`config.mk`:
```
export PLATFORM = sky130hd
export DESIGN_NAME = cpca_ram
export DESIGN_NICKNAME = d
export VERILOG_FILES = /design/src/rtl/cpca_ram.sv
export SDC_FILE = /design/constraint.sdc
export NUM_CORES = 2
export LEC_CHECK = 0
export BUFFER_PORTS_ARGS = -buffer_cell sky130_fd_sc_hd__buf_2
export CAP_MARGIN = 20
export CORE_MARGIN = 2
export CORE_UTILIZATION = 55
export DETAILED_ROUTE_END_ITERATION = 10
export GPL_ROUTABILITY_DRIVEN = 0
export PLACE_DENSITY_LB_ADDON = 0.05
export SKIP_LAST_GASP = 1
export SLEW_MARGIN = 15
export SYNTH_ARGS = -nofsm -noshare
export SYNTH_HDL_FRONTEND = slang
export SYNTH_SLANG_ARGS = --single-unit
```
`constraint.sdc`:
```
create_clock -name clk -period 7.21 [get_ports clk]
set_input_delay 1.0815 -clock clk [delete_from_list [all_inputs] [get_ports clk]]
set_output_delay 1.0815 -clock clk [all_outputs]
set_load 0.01 [all_outputs]
```
`src/rtl/cpca_ram.sv`:
```
module cpca_ram #(
	parameter int DATA_W = 8,
	parameter int DEPTH  = 256
) (
	input  logic                                       clk,
	input  logic                                       we,
	input  logic [((DEPTH > 1) ? $clog2(DEPTH) : 1)-1:0] waddr,
	input  logic [DATA_W-1:0]                          wdata,
	input  logic                                       re,
	input  logic [((DEPTH > 1) ? $clog2(DEPTH) : 1)-1:0] raddr,
	output logic [DATA_W-1:0]                          rdata
);

	logic [DATA_W-1:0] mem [DEPTH];

	// read data holds while re is low
	always_ff @(posedge clk) begin
		if (we)
			mem[waddr] <= wdata;
		if (re)
			rdata <= mem[raddr];
	end

endmodule

```
* After elaboration in Yosys (flattened, before gate mapping)
Memory sizes are Yosys's and may differ from the RTL's. A register that Yosys moved wholly into a read port is not among the register bits.
Index checks and enable logic that the tools add are counted.
** Operators by class
- $add $sub $neg :: 0
- $mul :: 0
- Div/mod/pow operators :: 0
- Order comparisons :: 0
- Eq/ne operators :: 0
- Shifts and indexed selects :: 0
- Muxes and demuxes :: 2
- Bitwise logic cells :: 0
- Reductions and logical operators :: 0
** Operator list (number)
- 1-bit two-way mux :: 2
** Word-level totals
- Register bits :: 0
- Bits in latches :: 0
- RAM bits :: 2048
- Memory bits (read-only) :: 0
- Input bits :: 27
- Output and inout bits :: 8
- Word-level logic and storage cells :: 3
- Memories kept :: 1
** Memories
- mem :: depth 256, width 8, rd ports 1, clocked after memory_dff 1, wr ports 1, line 14 : logic [DATA_W-1:0] mem [DEPTH];

* Longest topological paths before layout
- Depth after elaboration :: 2
- Gate-level depth with buffers :: 11
- Gate-level depth less buffers :: 6

* Least setup slack after synthesis
No wires, ideal clock.
- Kind :: input to register
- From :: in raddr[0] (netlist name)
- To :: reg rdata[2] (read register of mem), data pin
- Library setup time :: 0.269 ns
- Arrival :: 2.889 ns
- Required time :: 6.941 ns
- Setup slack :: 4.052 ns
- Stages on the path :: 9
- Path buffers :: 4
- Cell sequence :: buf_6 > buf_12 > buf_8 > buf_2 > mux4_2 > a22oi_1 > a21oi_1 > nor4_1 > nor4_2
** RTL lines
- start, declared :: line 10 : input logic [((DEPTH > 1) ? $clog2(DEPTH) : 1)-1:0] raddr,
- end, declared :: line 11 : output logic [DATA_W-1:0] rdata

==> results_dict.tcl <==
set metrics [dict create \
    status "finished with violations" \
    violations "DRC" \
    tightestPinTransition_ns 1.20 \
    synth_adder_area_share_pct 0 \
    cap_viol_max_count 0 \
    setup.worst_path.class "primary input to flop" \
    cp.depth 8 \
    gr-usage-met2_pct 43.9 \
    critPathCaptureType "flop" \
    tns_ns 0 \
    slowest_delay_ns 0.74 \
    top_usage_layer "met2" \
    clock_sinks 2056 \
    die_area_um2 148000 \
    vias 38800 \
    hp-class "primary input to flop" \
    place_ws_ns 1.95 \
    die_y_um 385 \
    endpoint "rdata[3]" \
    postCtsSetupBuffers 0 \
    synth_top_family_by_area "multiplexers" \
    use_met3_pct 4.99 \
    worstPathArrival_ns 4.99 \
    layout_commonest_cell "edfxtp_1" \
    setup_violations 0 \
    mappedNetlistArea_um2 79600 \
    fin_area_um2 88100 \
    fin_crit_sh_pct 62.0 \
    h-tree-depth 4 \
    r2r-end "rdata[3]" \
    wl_per_cell_um 33.8 \
    gr-total-overflow 0 \
    synth.distinct_cells 54 \
    drtIter0Drc 4971 \
    timing.rr.start "mem[83][3]" \
    grt_pass1_wl_um 285000 \
    grtUsageMet1_pct 39.3 \
    syn_to_final_growth_pct 10.6 \
    core_um2 144000 \
    post_dp_cell_area_um2 81700 \
    start_kind "primary input" \
    yosys_warnings 0 \
    clockBufferDepth 3 \
    final_cell_mix "edfxtp_1 (2,056), mux4_2 (454), nor2_1 (279)" \
    ff2ff_setup_slack_ns 3.96 \
    rsz0062_at_grt "false" \
    firstDrtPassIters 8 \
    synth.avg_cell_area_um2 21.3 \
    fin_ws_ns 2.74 \
    grt_pass1_vias 39300 \
    syn_nets 3760 \
    cts-resized-gates 0 \
    reg2regPathDepth 6 \
    grtUsageTotal_pct 27.4 \
    via_per_inst 6.58 \
    synth-async-reset-ratio_pct 0 \
    clk_latency_ns 0.83 \
    synth_xor_xnor_area_share_pct 0 \
    clock-root-buffer "clkbuf_16" \
    grt_start_max_net_pins 159 \
    ys.flop_type "edfxtp_1" \
    fmax_ghz 0.224 \
    start_util_pct 55.4 \
    pin_count 35 \
    synth_simple_gate_area_share_pct 2.63 \
    hold_violations 0 \
    clk_pin_slew_worst_paths_ns 0.06 \
    syn_inst 3733 \
    drc 2 \
    synth_edf_count 2056 \
    cp_data_required_time_ns 7.74 \
    crit_start "raddr[0]" \
    die-width_um 385 \
    grt_antenna_before_repair 14 \
    wirelength_um 199000 \
    antenna_left 0 \
    worst_slew_margin_rel_pct 19.2 \
    slew_violations 0 \
    yosysSeqAreaShare_pct 77.5 \
    final_nets 3850 \
    synthMuxAreaShare_pct 14.6 \
    crit_slowest_cell "a221oi_1" \
    port_buffers 34 \
    crit_chain "buf_8 > buf_4 > mux4_2 > a22o_1 > a221oi_1 > o32ai_1 > nor3_1 > nor4_1" \
    ys_ff_latch 2056 \
    layout-drive-gt1-share_pct 21.8 \
    cpLargestDelayFamily "compound AO/OA/AOI/OAI gates" \
    cts_buffers 201 \
    dp_hpwl_um 121000 \
    cts_tree "built" \
    placementRows 139 \
    finClkSkew_ns 0.0249 \
    cts_hold_buf 0 \
    finalCriticalPeriod_ns 4.47 \
    power_density_nw_per_um2 278 \
    vdd_drop_max_mv 0.276 \
    crit_fanout 62 \
    crit_buf_inv 2 \
    leakagePower_nw 27.0 \
    synth-compound-area-share_pct 3.42 \
]
-- layer usage --
metal	vias up	share of wire (%)
li1	15900	-
met2	1874	49
met3	319	8.2
met5	-	0.031
met4	10	2.7
met1	20700	40
-- metrics by stage --
stage               hold WS, ns  total power, W  std cells  util [%]
floorplan                 0.864          0.0141       3733         -
finish                    0.729          0.0245       5894      61.3
global route              0.699          0.0251       5894      61.3
detailed placement         1.06          0.0146       5520      56.9
CTS                       0.669          0.0247       5890      61.3
global placement           1.06          0.0146       5515      56.8
-- worst min path at each step --
stage	startpoint	to	slack, ns	cells past startpoint
global placement	mem[47][6]	rdata[6]	1.06	5
detailed placement	mem[46][6]	rdata[6]	1.06	5
finish	re	rdata[6]	0.73	1
CTS	re	rdata[0]	0.67	1
floorplan	mem[40][3]	rdata[3]	0.86	6
global route	re	rdata[3]	0.70	1
-- cell type report --
type                    instances  area, um^2
diodes                          1        2.50
clock buffers                 261        5400
clock inverters               109         933
fillers                     10000       55600
inverters                       2        7.51
multi-input cells            1442       16500
flip-flops and latches       2056       61700
well taps                    1903        2380
repair buffers                120        1100
-- kinds of logic (layout without fill, tap and decap cells) --
| group | count (synthesis) | in the layout |
|---|---|---|
| AOI/OAI and AO/OA | 385 | 385 |
| buffers and inverters | 235 | 492 |
| muxes | 591 | 591 |
| DFF | 2056 | 2056 |
| and+or+nand+nor | 466 | 466 |
| other | 0 | 1 |
-- sequential cells by signal (all words and copies together), names as in the netlist --
name / flops
mem: 2048
rdata: 8
-- worst register-to-register path: stages, from the launching register on --
cell and delay (ns):
edfxtp_1 0.36, mux4_2 0.47, a22o_1 0.24, a221oi_1 0.74, o32ai_1 0.23, nor3_1 0.73
nor4_1 0.17
-- synth_stat cells (all sizes together) (4+ instances only) --
cell type,count,area share [%]
mux2i,134,1.7
a2111oi,5,0.066
a211oi,16,0.15
a22o,8,0.088
a22oi,133,1.3
buf,122,1.3
edfxtp,2056,78
a221oi,14,0.16
and2,6,0.047
clkbuf,111,0.52
o32ai,5,0.064
nand3,34,0.21
nor2b,31,0.24
nand2,33,0.16
o221ai,47,0.52
or2,4,0.031
nor3,22,0.14
nor4,27,0.24
nand2b,8,0.063
o21ai,12,0.075
o211ai,10,0.094
a21oi,96,0.60
o22a,5,0.055
nor2,282,1.3
mux4,456,13
nand4,10,0.079
o22ai,28,0.22
-- where the power goes --
part | internal, W | total (W) | switching, W
Sequential | 0.0132 | 0.0132 | 0.0000161
Clock | 0.00583 | 0.0101 | 0.00432
Combinational | 0.000385 | 0.00117 | 0.000782
(Power assumes the default switching activity.)
